[config.mk]
export PLATFORM = sky130hd
export DESIGN_NAME = pkvpt_ctrl
export DESIGN_NICKNAME = d
export VERILOG_FILES = /design/src/hw/rtl/paged_kv_page_table_manager_unit_assert.svh /design/src/hw/rtl/pkvpt_pkg.sv /design/src/hw/rtl/pkvpt_ctrl.sv
export SDC_FILE = /design/constraint.sdc
export NUM_CORES = 1
export LEC_CHECK = 0
export ABC_CLOCK_PERIOD_IN_PS = 3020
export BUFFER_PORTS_ARGS = -buffer_cell sky130_fd_sc_hd__buf_2
export CAP_MARGIN = 5
export CORE_UTILIZATION = 50
export DETAILED_ROUTE_END_ITERATION = 8
export PLACE_DENSITY_LB_ADDON = 0.25
export RECOVER_POWER = 50
export SYNTH_ARGS = -nofsm -noshare
export SYNTH_HDL_FRONTEND = slang
export SYNTH_SLANG_ARGS = --single-unit
[constraint.sdc]
create_clock -name aclk -period 3.02 [get_ports aclk]
set_input_delay 0.604 -clock aclk [delete_from_list [all_inputs] [get_ports aclk]]
set_output_delay 0.604 -clock aclk [all_outputs]
set_load 0.02 [all_outputs]
[src/hw/rtl/paged_kv_page_table_manager_unit_assert.svh]
// Assertion macros used by the page table manager datapath.
// No dependencies; the bodies are empty when SYNTH is defined.
`ifndef PAGED_KV_PAGE_TABLE_MANAGER_UNIT_ASSERT_SVH
`define PAGED_KV_PAGE_TABLE_MANAGER_UNIT_ASSERT_SVH
`ifndef SYNTH
`define PKVPT_ASSERT_IMP(lbl, clk, rstn, ante, cons) \
    lbl: assert property (@(posedge clk) disable iff (!rstn) (ante) |-> (cons)) \
        else $error("pkvpt: same-cycle check failed");
`define PKVPT_ASSERT_NXT(lbl, clk, rstn, ante, cons) \
    lbl: assert property (@(posedge clk) disable iff (!rstn) (ante) |=> (cons)) \
        else $error("pkvpt: next-cycle check failed");
`else
`define PKVPT_ASSERT_IMP(lbl, clk, rstn, ante, cons)
`define PKVPT_ASSERT_NXT(lbl, clk, rstn, ante, cons)
`endif
`endif

[src/hw/rtl/pkvpt_pkg.sv]
// Package for the paged KV page table manager: widths, codes and the
// command/status structs between controller and datapath. No dependencies.
package pkvpt_pkg;

    localparam int POOL_PAGES      = 64;
    localparam int MAX_LAYERS      = 32;
    localparam int MAX_PAGE_TOKENS = 256;

    localparam int PAGE_W  = 6;
    localparam int LAYER_W = 5;
    localparam int NL_W    = 6;
    localparam int PS_W    = 9;
    localparam int SLOT_W  = 8;
    localparam int CNT_W   = 15;
    localparam int FC_W    = 7;
    localparam int NB_W    = 7;
    localparam int PT_AW   = LAYER_W + PAGE_W;
    localparam int DIV_W   = 16;
    localparam int ST_W    = 2;
    localparam int OP_W    = 2;

    localparam int IN_TDATA_W  = 24;
    localparam int OUT_TDATA_W = 40;
    localparam int CFG_IDX_W   = 1;
    localparam int CFG_DATA_W  = PS_W;

    localparam logic [CNT_W-1:0] COUNT_MAX = 15'h7FFF;

    localparam logic [OP_W-1:0] OP_APPEND = 2'd0;
    localparam logic [OP_W-1:0] OP_GATHER = 2'd1;
    localparam logic [OP_W-1:0] OP_TRUNC  = 2'd2;

    localparam logic [ST_W-1:0] ST_OK        = 2'd0;
    localparam logic [ST_W-1:0] ST_NO_PAGE   = 2'd1;
    localparam logic [ST_W-1:0] ST_BAD_LAYER = 2'd2;

    localparam logic [CFG_IDX_W-1:0] CFG_PAGE_SIZE   = 1'b0;
    localparam logic [CFG_IDX_W-1:0] CFG_LAYER_COUNT = 1'b1;

    typedef struct packed {
        logic            load_item;
        logic            div_tc;
        logic            div_tr;
        logic            take_tc;
        logic            take_tr;
        logic            app_rd;
        logic            app_commit;
        logic            gat_init;
        logic            gat_rd;
        logic            gat_emit;
        logic            tr_rd;
        logic            tr_push;
        logic            tr_next;
        logic            tr_finish;
        logic            emit_simple;
        logic [ST_W-1:0] emit_code;
    } cmd_t;

    typedef struct packed {
        logic [OP_W-1:0] op;
        logic            bad_layer;
        logic            rem_valid;
        logic            app_err;
        logic            gat_empty;
        logic            gat_last;
        logic            tr_noop;
        logic            tr_at_end;
        logic            tr_more;
        logic            div_done;
        logic            can_load;
    } sts_t;

endpackage

[src/hw/rtl/pkvpt_ctrl.sv]
// Controller state machine: sequences append, gather and truncate.
// Depends on pkvpt_pkg; drives the datapath through cmd_t, reads sts_t.
module pkvpt_ctrl
    import pkvpt_pkg::*;
(
    input  logic aclk,
    input  logic aresetn,
    input  logic s_tvalid,
    output logic s_tready,
    input  sts_t sts,
    output cmd_t cmd
);

    typedef enum logic [3:0] {
        S_IDLE, S_DISPATCH, S_EMIT, S_DIV_TC, S_APP_CHK, S_APP_WB,
        S_GAT_RD, S_GAT_EM, S_DIV_TR, S_TR_SCAN, S_TR_PUSH, S_TR_FIN
    } state_t;

    state_t          state_reg, state_next;
    logic [ST_W-1:0] code_reg, code_next;

    always_comb begin
        cmd        = '0;
        state_next = state_reg;
        code_next  = code_reg;
        unique case (state_reg)
            S_IDLE: begin
                if (s_tvalid) begin
                    cmd.load_item = 1'b1;
                    state_next    = S_DISPATCH;
                end
            end
            S_DISPATCH: begin
                unique case (sts.op)
                    OP_APPEND: begin
                        if (sts.bad_layer) begin
                            code_next  = ST_BAD_LAYER;
                            state_next = S_EMIT;
                        end else if (!sts.rem_valid) begin
                            cmd.div_tc = 1'b1;
                            state_next = S_DIV_TC;
                        end else begin
                            state_next = S_APP_CHK;
                        end
                    end
                    OP_GATHER: begin
                        if (sts.bad_layer) begin
                            code_next  = ST_BAD_LAYER;
                            state_next = S_EMIT;
                        end else if (sts.gat_empty) begin
                            code_next  = ST_OK;
                            state_next = S_EMIT;
                        end else begin
                            cmd.gat_init = 1'b1;
                            state_next   = S_GAT_RD;
                        end
                    end
                    OP_TRUNC: begin
                        if (sts.tr_noop) begin
                            code_next  = ST_OK;
                            state_next = S_EMIT;
                        end else begin
                            cmd.div_tr = 1'b1;
                            state_next = S_DIV_TR;
                        end
                    end
                    default: begin
                        code_next  = ST_OK;
                        state_next = S_EMIT;
                    end
                endcase
            end
            S_EMIT: begin
                if (sts.can_load) begin
                    cmd.emit_simple = 1'b1;
                    cmd.emit_code   = code_reg;
                    state_next      = S_IDLE;
                end
            end
            S_DIV_TC: begin
                if (sts.div_done) begin
                    cmd.take_tc = 1'b1;
                    state_next  = S_APP_CHK;
                end
            end
            S_APP_CHK: begin
                if (sts.app_err) begin
                    code_next  = ST_NO_PAGE;
                    state_next = S_EMIT;
                end else begin
                    cmd.app_rd = 1'b1;
                    state_next = S_APP_WB;
                end
            end
            S_APP_WB: begin
                if (sts.can_load) begin
                    cmd.app_commit = 1'b1;
                    state_next     = S_IDLE;
                end
            end
            S_GAT_RD: begin
                cmd.gat_rd = 1'b1;
                state_next = S_GAT_EM;
            end
            S_GAT_EM: begin
                if (sts.can_load) begin
                    cmd.gat_emit = 1'b1;
                    state_next   = sts.gat_last ? S_IDLE : S_GAT_RD;
                end
            end
            S_DIV_TR: begin
                if (sts.div_done) begin
                    cmd.take_tr = 1'b1;
                    state_next  = S_TR_SCAN;
                end
            end
            S_TR_SCAN: begin
                priority if (sts.tr_at_end) begin
                    state_next = S_TR_FIN;
                end else if (sts.tr_more) begin
                    cmd.tr_rd  = 1'b1;
                    state_next = S_TR_PUSH;
                end else begin
                    cmd.tr_next = 1'b1;
                end
            end
            S_TR_PUSH: begin
                cmd.tr_push = 1'b1;
                state_next  = S_TR_SCAN;
            end
            S_TR_FIN: begin
                if (sts.can_load) begin
                    cmd.tr_finish = 1'b1;
                    state_next    = S_IDLE;
                end
            end
            default: state_next = S_IDLE;
        endcase
    end

    always_ff @(posedge aclk) begin
        if (!aresetn) begin
            state_reg <= S_IDLE;
            code_reg  <= ST_OK;
        end else begin
            state_reg <= state_next;
            code_reg  <= code_next;
        end
    end

    assign s_tready = (state_reg == S_IDLE);

endmodule

; ---- Word level (Yosys, flattened, before mapping)
; Cells that the tools add are included.
[word_totals]
reg_bits = 6
input_bits = 15
out_inout_bits = 18
wordCells = 85
[classes]
eq_ne = 23
muxes = 54
reduce_logical = 6
[op_table]
columns = operator, count
row1 = case mux 4 bit (10 select lines), 1
row2 = 2-to-1 mux 4 bit, 9
row3 = 2-to-1 mux 1 bit, 28
row4 = 2-to-1 mux 3 bit, 7
row5 = == test 4 x 3 -> 1 bit (second input constant), 4
row6 = == test 4 bit (second input constant), 4
row7 = 2-to-1 mux 2 bit, 6
row8 = case mux 4 bit (3 select lines), 1
row9 = inequality test 2 bit (second input constant), 5
row10 = inequality test 3 bit (second input constant), 3
row11 = == test 4 x 2 -> 1 bit (second input constant), 2
row12 = case mux 2 bit (3 select lines), 1
row13 = AND reduction 6 bit, 1
row14 = AND reduction 5 bit, 1
row15 = == test 4 x 1 -> 1 bit (second input constant), 1
row16 = zero test 4 bit, 1
row17 = inequality test 4 bit (second input constant), 1
row18 = case mux 2 bit (2 select lines), 1
row19 = OR reduction 3 bit, 1
row20 = == test 2 x 1 -> 1 bit (second input constant), 1
row21 = == test 2 bit (second input constant), 1
row22 = zero test 2 bit, 1
row23 = inequality test 2 x 1 -> 1 bit (second input constant), 1
row24 = nonzero test 2 bit, 1

; ---- Logic depth before layout (Yosys ltp)
; Gate-level depths: netlist (run 1).
[depth]
depth_word = 4
mapped_depth = 6
depth_no_buf = 4

; ---- Worst setup path before layout (run 1)
; OpenSTA, ideal clock, no wires.
[synth_path]
kind = register -> output
from = register state_reg[3]
to = output cmd[16] (netlist name)
arrival_ps = 1730
required_time_ps = 2416
setup_slack_ps = 686
path_stages_with_launch = 5
n_path_buf = 2
path_cell_list = dfxtp_1 buf_6 clkbuf_1 nor4_1 and2_1
[synth_lines]
columns = item, line_no
row1 = from (decl), pkvpt_ctrl.sv:19  ; state_t state_reg, state_next;
row2 = from (signal assigned), pkvpt_ctrl.sv:146  ; state_reg <= state_next;
row3 = to (decl), pkvpt_ctrl.sv:11  ; output cmd_t cmd

==> out/metrics.csv, run 1 <==
stage,metric,value,unit
route,route.detailed.wl_per_inst,13.72,um
yosys,netlist_area,762.0,um2
route,antenna_left,0,
global_routing,grt_pass1_wl,2.808,mm
yosys,synth_cells,104,
timing,fmaxAchievable,392.0,MHz
yosys,netlist.area_leader.share,15.76,%
power_and_ir_drop,swShare,49.59,%
clock_network,cts_setup_buffers,0,
setup_path,critPathCaptureType,primary output,
floorplanning,die_h,41.04,um
power_and_ir_drop,seq_power_share,31.0,%
power_and_ir_drop,leakage,0.0003697,uW
global_routing,antenna_found_initial,0,
yosys,ys_ff_latch,6,
clock_network,cts-resized-gates,0,
clock_network,clockRootBuffer,clkbuf_4,
finish,areaGrowthSynthToFinish,19.70,%
yosys,seq_area_frac_synth,15.76,%
global_routing,grt_pass1_vias,672,
power_and_ir_drop,irDropWorstVdd,0.3546,mV
placed_design,dp_slack,0.7946,ns
clock_network,cts_buffer_depth,2,
floorplanning,num_rows,13,
yosys,synth_enable_flop_cells,0,
yosys,yosys.cell_count.top_type,nor2_1,
timing,relSlewSlack,49.47,%
timing,hold_slack,0.4812,ns
timing,hold_viol,0,
clock_network,cts_hold_buf,0,
floorplanning,die_area,1684,um2
global_routing,grt_max_degree,22,
yosys,synth_common_cells,"nor2_1, nand2_1, dfxtp_1, nor2b_1",
placed_design,gp_congestion,0.8198,
yosys,synthesis.nets,119,
finish,final_cells,149,
timing,fin_ws,0.4692,ns
setup_path,worstPathArrival,1.95,ns
setup_path,cp_max_fo,21,
clock_network,clock_latency,0.24,ns
clock_network,numClockSinks,6,
power_and_ir_drop,p_sw,262.7,uW
power_and_ir_drop,comb_power_share,55.2,%
route,via_count,890,
timing,worst_pin_slew,0.7482,ns
route,avgViaCountPerCell,5.973,
yosys,yosys_warnings,0,
placed_design,place_hpwl,1.569,mm
yosys,synth_ff_type,dfxtp_1,
power_and_ir_drop,p_per_area,580.8,nW/um2
floorplanning,core,1366,um2
yosys,synth_area_leaders,"dfxtp_1, nor2_1, nor2b_1",
floorplanning,start_util,55.77,%
floorplanning,ioPinCount,33,
clock_network,cts_tree,built,
route,firstDrtPassIters,4,
global_routing,grt.overflow.total,0,
finish,largest_register_ffs,4,
route,drtIter0Drc,31,
run,cap_viol_max_count,0,
yosys,avgSynthCellArea,7.327,um2
power_and_ir_drop,p_int,267.1,uW
finish,diodes,0,
min_path,hold_path_class,reg -> reg,
setup_path,required,2.42,ns
global_routing,grt_use_total,25.20,%
route,post-route-drc-count,0,
placed_design,post-place-cells,146,
clock_network,cts_buffers,3,
setup_path,path_class,reg -> out,
finish,drive_gt1_share,26.12,%
timing,setup_tns,0,ns
floorplanning,die_x,41.04,um
finish,fillers,132,
timing,min_period,2.551,ns
power_and_ir_drop,clock_power_share,13.8,%
clock_network,clk_pin_slew,0.05,ns
timing,slew_violations,0,
placed_design,port_buffers,32,
timing,setup_viol,0,
yosys,synth_cell_types,43,
route,routed_wl,2.045,mm
finish,fin_nets,151,
clock_network,htreeDepth,1,
yosys,yosysTopAreaCell,dfxtp_1,
timing,clock_skew,0.004928,ns
yosys,synthArstFlopShare,0,%
setup_path,cp-start-kind,flip-flop,
outcome,status,"complete, no violations",
timing,rsz0062_at_grt,no,
timing,finalCritPeriodShare,84.46,%
## stage by stage
step | area (um2) | util [%] | power, uW
global placement | 914.6 | 66.94 | 454.4
floorplan | 762.0 | - | 389.7
CTS | 937.1 | 68.59 | 539.4
finish | 912.1 | 66.76 | 529.8
global route | 912.1 | 66.76 | 569.1
detailed placement | 914.6 | 66.94 | 465.7
## logic make-up (layout without fill, tap and decap cells)
kind of cell    Yosys count  after routing  share of synthesized area [%]
simple gates             61             61                          50.25
flops                     6              6                          15.76
compound gates           25             25                          25.12
buf+inv                  11             41                          7.387
mux                       1              1                          1.478
## power groups by stage
stage          registers [uW]  logic (uW)  clock network [uW]
3_5_place_dp              163         302                   0
5_1_grt                   170         325                74.8
4_1_cts                   162         303                74.0
2_1_floorplan             109         281                   0
3_3_place_gp              163         291                   0
6_report                  164         293                73.1
## worst max-delay path: stages (launching register included)
cell,delay (ns)
dfxtp_1,0.75
nor4b_1,0.31
buf_4,0.20
nand2_1,0.07
nor3b_1,0.18
buf_2,0.20
## placed cells by master (no fill, tap or decap), types with 2 or more instances in the layout
master,netlist,routed
a31oi_1,2,2
o21bai_1,2,2
dfxtp_1,6,6
nor3_1,2,2
a21oi_1,3,3
inv_1,4,4
a21boi_0,2,2
clkbuf_4,0,3
o21ai_0,3,3
o32ai_1,3,3
nor4bb_1,2,2
nand3_1,3,3
nor3b_1,2,2
and2_1,4,4
clkbuf_1,4,6
nor4_1,4,4
buf_4,2,2
nor2b_1,6,6
buf_2,0,26
nand2_1,8,8
nor4b_1,1,2
and3b_1,2,2
nor2_1,14,14
nand2b_1,4,4
## layout make-up
| cell class | count | area [um2] | area share (%) |
|---|---|---|---|
| sequential | 6 | 120.1 | 13.17 |
| clock buffer | 3 | 22.52 | 2.469 |
| inverter | 4 | 15.01 | 1.646 |
| tap | 15 | 18.77 | 2.058 |
| multi-input combinational | 87 | 568.0 | 62.28 |
| timing repair buffer | 34 | 167.7 | 18.38 |
## per-layer routing
| layer | part of all wire [%] | track usage [%] | up-vias | wire, um |
|---|---|---|---|---|
| met2 | 46 | 42.19 | 39 | 949 |
| met3 | 4.9 | 4.891 | 4 | 101 |
| met4 | 1.3 | 8.333 | 0 | 27 |
| met5 | 0 | 0 | - | 0 |
| li1 | - | - | 452 | - |
| met1 | 47 | 31.80 | 395 | 967 |
## final timing paths
| check | start | to | slack (ns) | cells after the start |
|---|---|---|---|---|
| hold reg to reg | code_reg[0] | code_reg[0] | 0.48 | 2 |
| setup reg to reg | state_reg[1] | state_reg[1] | 0.81 | 4 |
| setup / recovery | state_reg[0] | cmd[9] | 0.47 | 5 |
| hold / removal | code_reg[0] | code_reg[0] | 0.48 | 2 |
Note: power is estimated with default switching activity, not from simulation.
==> run 2: changes to the inputs <==
ABC_AREA = 1   (was default)
ABC_CLOCK_PERIOD_IN_PS = 2600   (was 3020)
CORE_UTILIZATION = 44   (was 50)
clock period = 2.6 ns   (was 3.02 ns; I/O delays follow)
==> run 2 against run 1 <==
  * Sequential power decreased by 16%
  * Final area decreased by 8.6%
  * Combinational power increased by 6%
  * Core utilization decreased by 5.0 points
  * Global-route usage decreased by 2.5 points
  * Die area decreased by 1.4%
  * Largest cell class unchanged
  * Highest routed layer is now met3
==> out/metrics.csv, run 2 <==
stage,metric,value,unit,change
timing,relSlewSlack,73.29,%,+24 points
route,firstDrtPassIters,4,,unchanged
finish,final_cell_mix,"nand2_1, buf_2, nor2_1",,
yosys,synth_cells,123,,+18%
global_routing,grt_pass1_wl,2.580,mm,-8.1%
yosys,netlist.area_leader.share,18.75,%,+3.0 points
power_and_ir_drop,p_per_area,634.7,nW/um2,+9.3%
global_routing,grt.overflow.total,0,,unchanged
timing,setup_viol,0,,unchanged
clock_network,cts_setup_buffers,0,,unchanged
placed_design,place_hpwl,1.356,mm,-14%
clock_network,numClockSinks,6,,unchanged
timing,finalCritPeriodShare,80.90,%,
placed_design,port_buffers,32,,unchanged
floorplanning,start_util,48.93,%,-6.8 points
clock_network,cts_tree,built,,
setup_path,cp_slowest_stage_delay,0.45,ns,-0.30 ns
min_path,hold_path_class,reg -> reg,,
yosys,synth_enable_flop_cells,0,,unchanged
power_and_ir_drop,irDropWorstVdd,0.2942,mV,-17%
clock_network,clockRootBuffer,clkbuf_4,,
yosys,synth_area_leaders,"nand2_1, dfxtp_1, inv_1",,
finish,drive_gt1_share,27.22,%,+1.1 points
global_routing,grt_use_total,22.66,%,-2.5 points
min_path,hold_depth,2,,unchanged
yosys,synthMuxAreaShare,0,%,-1.5 points
yosys,seq_area_frac_synth,18.18,%,+2.4 points
timing,min_period,2.103,ns,
placed_design,dp_slack,0.8665,ns,+0.07186 ns
placed_design,gp_congestion,0.8120,,-0.95%
route,routed_wl,1.614,mm,-21%
finish,largest_register_ffs,4,,unchanged
global_routing,antenna_found_initial,0,,unchanged
floorplanning,num_rows,13,,unchanged
outcome,status,"complete, no violations",,
setup_path,critPathCaptureType,primary output,,
yosys,synth_common_cells,"nand2_1, inv_1, nor2_1",,
global_routing,grt_pass1_vias,695,,+3.4%
route,avgViaCountPerCell,4.919,,-18%
clock_network,cts-resized-gates,0,,unchanged
clock_network,clk_pin_slew,0.04,ns,about the same
yosys,synth-compound-area-share,6.061,%,-19 points
floorplanning,die_area,1661,um2,-1.4%
yosys,synth_cell_types,17,,-60%
yosys,yosys.area_share.adder,0,%,unchanged
setup_path,cp-start-kind,flip-flop,,
floorplanning,core,1350,um2,-1.2%
run,cap_viol_max_count,0,,unchanged
yosys,avgSynthCellArea,5.371,um2,-27%
floorplanning,die_h,40.75,um,-0.69%
setup_path,path_common_cell,inv_1,,
route,route.detailed.wl_per_inst,9.329,um,-32%
timing,worst_pin_slew,0.3991,ns,-0.3491 ns
yosys,yosysTopAreaCell,nand2_1,,
yosys,ys_ff_latch,6,,unchanged
setup_path,worstPathArrival,1.58,ns,-0.37 ns
yosys,synthArstFlopShare,0,%,unchanged
yosys,netlist_area,660.6,um2,-13%
yosys,synthesis.nets,138,,+16%
route,post-route-drc-count,0,,unchanged
power_and_ir_drop,leakage,0.0005347,uW,+45%
timing,fin_ws,0.4965,ns,+0.02727 ns
setup_path,cp_top_family,buffers and inverters,,
clock_network,clock_latency,0.23,ns,about the same
timing,hold_viol,0,,unchanged
setup_path,critPathBufInv,4,,+2
setup_path,rr_worst_depth,9,,+5
yosys,yosys_warnings,0,,unchanged
setup_path,crit_chain,inv_1 > nor2_1 > nand2_2 > inv_1 > nand3_1 > inv_1 > buf_2,,
finish,fillers,159,,+20%
global_routing,grt_max_degree,8,,-64%
route,via_count,851,,-4.4%
setup_path,cp_slowest_cell,dfxtp_1,,
yosys,synth_top_family_by_area,simple AND/OR/NAND/NOR gates,,
clock_network,htreeDepth,1,,unchanged
finish,final_common_cell,nand2_1,,
yosys,yosys.cell_count.top_type,nand2_1,,
floorplanning,ioPinCount,33,,unchanged
floorplanning,die_x,40.75,um,-0.69%
timing,slew_violations,0,,unchanged
clock_network,cts_buffer_depth,2,,unchanged
route,drtIter0Drc,26,,-16%
route,antenna_left,0,,unchanged
timing,rsz0062_at_grt,no,,
finish,diodes,0,,unchanged
timing,clock_skew,0.0004762,ns,-0.004452 ns
setup_path,crit_cells,7,,+2
yosys,synth-simple-area-share,61.55,%,+11 points
finish,fin_nets,175,,+16%
yosys,synth_xor_area_share,0,%,unchanged
finish,areaGrowthSynthToFinish,26.14,%,
setup_path,cp_max_fo,7,,-67%
setup_path,path_class,reg -> out,,
timing,fmaxAchievable,475.4,MHz,
setup_path,required,2.08,ns,-0.34 ns
timing,setup_tns,0,ns,unchanged
clock_network,cts_buffers,3,,unchanged
yosys,synth_ff_type,dfxtp_1,,
clock_network,cts_hold_buf,0,,unchanged
[run 2: area by class of cell]
class                      count  area, um2  share of cell area (%)
inverter                      25      93.84                   11.26
timing repair buffer          32      156.4                   18.77
clock buffer                   3      22.52                   2.703
sequential                     6      120.1                   14.41
tap                           15      18.77                   2.252
multi-input combinational     92      421.7                   50.60
[run 2: worst paths after layout]
kind                startpoint     endpoint  slack [ns]
hold reg to reg    code_reg[1]  code_reg[1]        0.47
setup / recovery  state_reg[0]      cmd[15]        0.50
hold / removal     code_reg[1]  code_reg[1]        0.47
setup reg to reg  state_reg[0]  code_reg[0]        1.03
[run 2: cell families (layout without fill, tap and decap cells)]
| kind of cell | after synthesis | count (layout) |
|---|---|---|
| and+or+nand+nor | 84 | 84 |
| buffers and inverters | 25 | 60 |
| DFF | 6 | 6 |
| AOI/OAI and AO/OA | 8 | 8 |
[run 2: worst min-delay path, delay by kind of cell (launching register included)]
family / cells / cell delay [ns]
flops: 1 / 0.30
simple gates: 1 / 0.06
compound gates: 1 / 0.05
[run 2: power breakdown]
group | switching (uW) | internal, uW | total, uW
clock | 28.2 | 51.8 | 80.1
combinational | 212 | 98.5 | 311
sequential | 26.8 | 111 | 138
total | 267 | 261 | 529
[run 2: layer usage]
metal / part of all wire (%) / global-route usage [%] / vias up / wire [um]
met1: 47 / 26.38 / 375 / 755
met5: 0 / 0 / - / 0
met4: 0 / 2.500 / 0 / 0
met2: 49 / 44.05 / 25 / 795
li1: - / - / 451 / -
met3: 3.9 / 3.261 / 0 / 63
[run 2: metrics by stage]
step	hold slack [ns]	util [%]	cells	instance area, um2	power, uW
final	0.4665	61.72	173	833.3	528.9
after floorplan	0.4395	-	123	660.6	389.5
after global routing	0.5075	61.72	173	833.3	578.4
after CTS	0.4687	63.86	173	862.1	555.0
after global placement	0.4518	62.19	170	839.6	466.9
after detailed placement	0.4628	62.19	170	839.6	471.5
==> run 3: changes to the inputs <==
ABC_CLOCK_PERIOD_IN_PS = 2180   (was 2600)
clock period = 2.18 ns   (was 2.6 ns; I/O delays follow)
==> run 3 against run 2 <==
  * Sequential share of layout area fell by 0.11 points
  * Highest routed layer is now met4
  * Worst setup slack got worse by 0.20 ns
  * Global-route usage rose by 0.25 points
  * Critical path depth fell by 2
  * First-iteration DRC count did not move
==> out/metrics.csv, run 3 (synthesis gave the netlist of run 2 again) <==
stage,metric,value,unit,change
clock_network,cts_buffer_depth,2,,unchanged
finish,largest_register_ffs,4,,unchanged
timing,hold_viol,0,,unchanged
clock_network,numClockSinks,6,,unchanged
timing,fin_ws,0.2984,ns,-0.1982 ns
clock_network,cts_buffers,3,,unchanged
global_routing,antenna_found_initial,0,,unchanged
setup_path,path_class,reg -> out,,
finish,fin_nets,175,,unchanged
floorplanning,die_area,1661,um2,unchanged
clock_network,clk_pin_slew,0.05,ns,about the same
power_and_ir_drop,p_sw,333.5,uW,+25%
clock_network,cts_hold_buf,0,,unchanged
finish,final_common_cell,nand2_1,,
route,drtIter0Drc,26,,unchanged
clock_network,htreeDepth,1,,unchanged
placed_design,port_buffers,32,,unchanged
floorplanning,num_rows,13,,unchanged
timing,min_period,1.882,ns,
power_and_ir_drop,irDropWorstVdd,0.3088,mV,+5.0%
setup_path,rr_worst_depth,8,,-1
timing,clock_skew,0.002686,ns,+0.002209 ns
power_and_ir_drop,seq_power_share,25.6,%,-0.5 points
power_and_ir_drop,swShare,51.09,%,+0.53 points
timing,slew_violations,0,,unchanged
placed_design,place_hpwl,1.394,mm,+2.8%
min_path,min_from,code_reg[1],,
min_path,whs_endpoint,code_reg[1],,
min_path,hold_depth,2,,unchanged
setup_path,ff2ff_setup_slack,0.71,ns,-0.32 ns
min_path,hold_path_class,reg -> reg,,
setup_path,cp-start-kind,flip-flop,,
timing,setup_viol,0,,unchanged
clock_network,cts_tree,built,,
power_and_ir_drop,p_int,319.3,uW,+22%
setup_path,rr_startpoint,state_reg[2],,
power_and_ir_drop,comb_power_share,59.0,%,+0.2 points
outcome,status,"complete, no violations",,
power_and_ir_drop,p_per_area,777.6,nW/um2,+23%
power_and_ir_drop,clock_power_share,15.4,%,+0.3 points
finish,drive_gt1_share,27.85,%,+0.63 points
setup_path,critPathCaptureType,primary output,,
timing,rsz0062_at_grt,no,,
timing,finalCritPeriodShare,86.31,%,
placed_design,gp_congestion,0.8281,,+2.0%
setup_path,cp_max_fo,6,,-1
timing,relSlewSlack,74.84,%,+1.5 points
run,cap_viol_max_count,0,,unchanged
global_routing,grt_pass1_vias,662,,-4.7%
clock_network,clockRootBuffer,clkbuf_4,,
clock_network,cts_setup_buffers,0,,unchanged
finish,diodes,0,,unchanged
floorplanning,core,1350,um2,unchanged
global_routing,grt_pass1_wl,2.511,mm,-2.7%
global_routing,grt_use_total,22.91,%,+0.25 points
route,firstDrtPassIters,4,,unchanged
route,route.detailed.wl_per_inst,9.642,um,+3.3%
timing,setup_tns,0,ns,unchanged
setup_path,r2r_end,code_reg[0],,
route,post-route-drc-count,0,,unchanged
floorplanning,die_h,40.75,um,unchanged
setup_path,required,1.74,ns,-0.34 ns
finish,areaGrowthSynthToFinish,27.08,%,
route,via_count,837,,-1.6%
timing,worst_pin_slew,0.3761,ns,-0.02305 ns
route,routed_wl,1.668,mm,+3.3%
power_and_ir_drop,leakage,0.0005321,uW,-0.48%
placed_design,dp_slack,0.6190,ns,-0.2475 ns
global_routing,grt_max_degree,8,,unchanged
clock_network,clock_latency,0.24,ns,about the same
setup_path,worstPathArrival,1.45,ns,-0.13 ns
global_routing,grt.overflow.total,0,,unchanged
route,avgViaCountPerCell,4.838,,-1.6%
floorplanning,die_x,40.75,um,unchanged
floorplanning,start_util,48.93,%,unchanged
finish,final_cell_mix,"nand2_1, buf_2, nor2_1",,
clock_network,cts-resized-gates,0,,unchanged
route,antenna_left,0,,unchanged
timing,fmaxAchievable,531.4,MHz,
floorplanning,ioPinCount,33,,unchanged
run 3: cell count changes in the layout (fill, tap and decap cells not counted):
cell / change
clkbuf_1: +1
inv_2: +2
nand3_2: +1
nand2_2: -2
nand3_1: -1
nand2_1: +2
nor2_4: +1
nor2_1: -1
inv_1: -2
buf_2: -1
run 3: how the worst max path moves through the flow:
stage	startpoint	endpoint	slack (ns)	cells past startpoint
final	state_reg[2]	cmd[11]	0.30	5
after global routing	state_reg[3]	cmd[6]	0.15	5
after CTS	state_reg[2]	cmd[10]	0.36	5
after detailed placement	sts[9]	cmd[9]	0.62	7
after global placement	state_reg[2]	cmd[10]	0.61	5
after floorplan	state_reg[2]	cmd[10]	0.44	4
run 3: power by group through the flow:
| stage | Combinational, uW | Sequential, uW | Clock [uW] |
|---|---|---|---|
| 4_1_cts | 399 | 168 | 103 |
| 2_1_floorplan | 301 | 164 | 0 |
| 3_5_place_dp | 396 | 170 | 0 |
| 5_1_grt | 430 | 172 | 113 |
| 6_report | 385 | 167 | 101 |
| 3_3_place_gp | 384 | 168 | 0 |
run 3: final cells by class:
type                       instances  area [um2]
multi-input combinational         92       429.2
tap                               15       18.77
fill                             145       510.5
timing repair buffer              32       155.1
inverter                          25       93.84
clock buffer                       3       22.52
sequential                         6       120.1
run 3: per-stage QoR:
stage	instance area (um2)	hold WS (ns)	total power [uW]	utilization, %	instances
2_1_floorplan	660.6	0.4395	464.5	-	123
3_3_place_gp	839.6	0.4494	551.5	62.19	170
3_5_place_dp	839.6	0.4700	565.8	62.19	170
4_1_cts	862.1	0.4744	670.5	63.86	173
5_1_grt	839.6	0.4859	713.9	62.19	173
6_report	839.6	0.4739	652.8	62.19	173
run 3: per-layer routing:
layer	vias up	global-route usage, %	share of wire, %
met1	349	27.12	44
met3	4	3.261	5.6
met5	-	0	0
met2	31	39.29	48
met4	0	12.50	2.2
li1	453	-	-
run 3: worst max-delay path, stage by stage, from the launching register on:
cell,delay (ns)
dfxtp_1,0.40
inv_1,0.06
nor2_1,0.21
nand2_1,0.20
nor2_4,0.15
buf_2,0.18
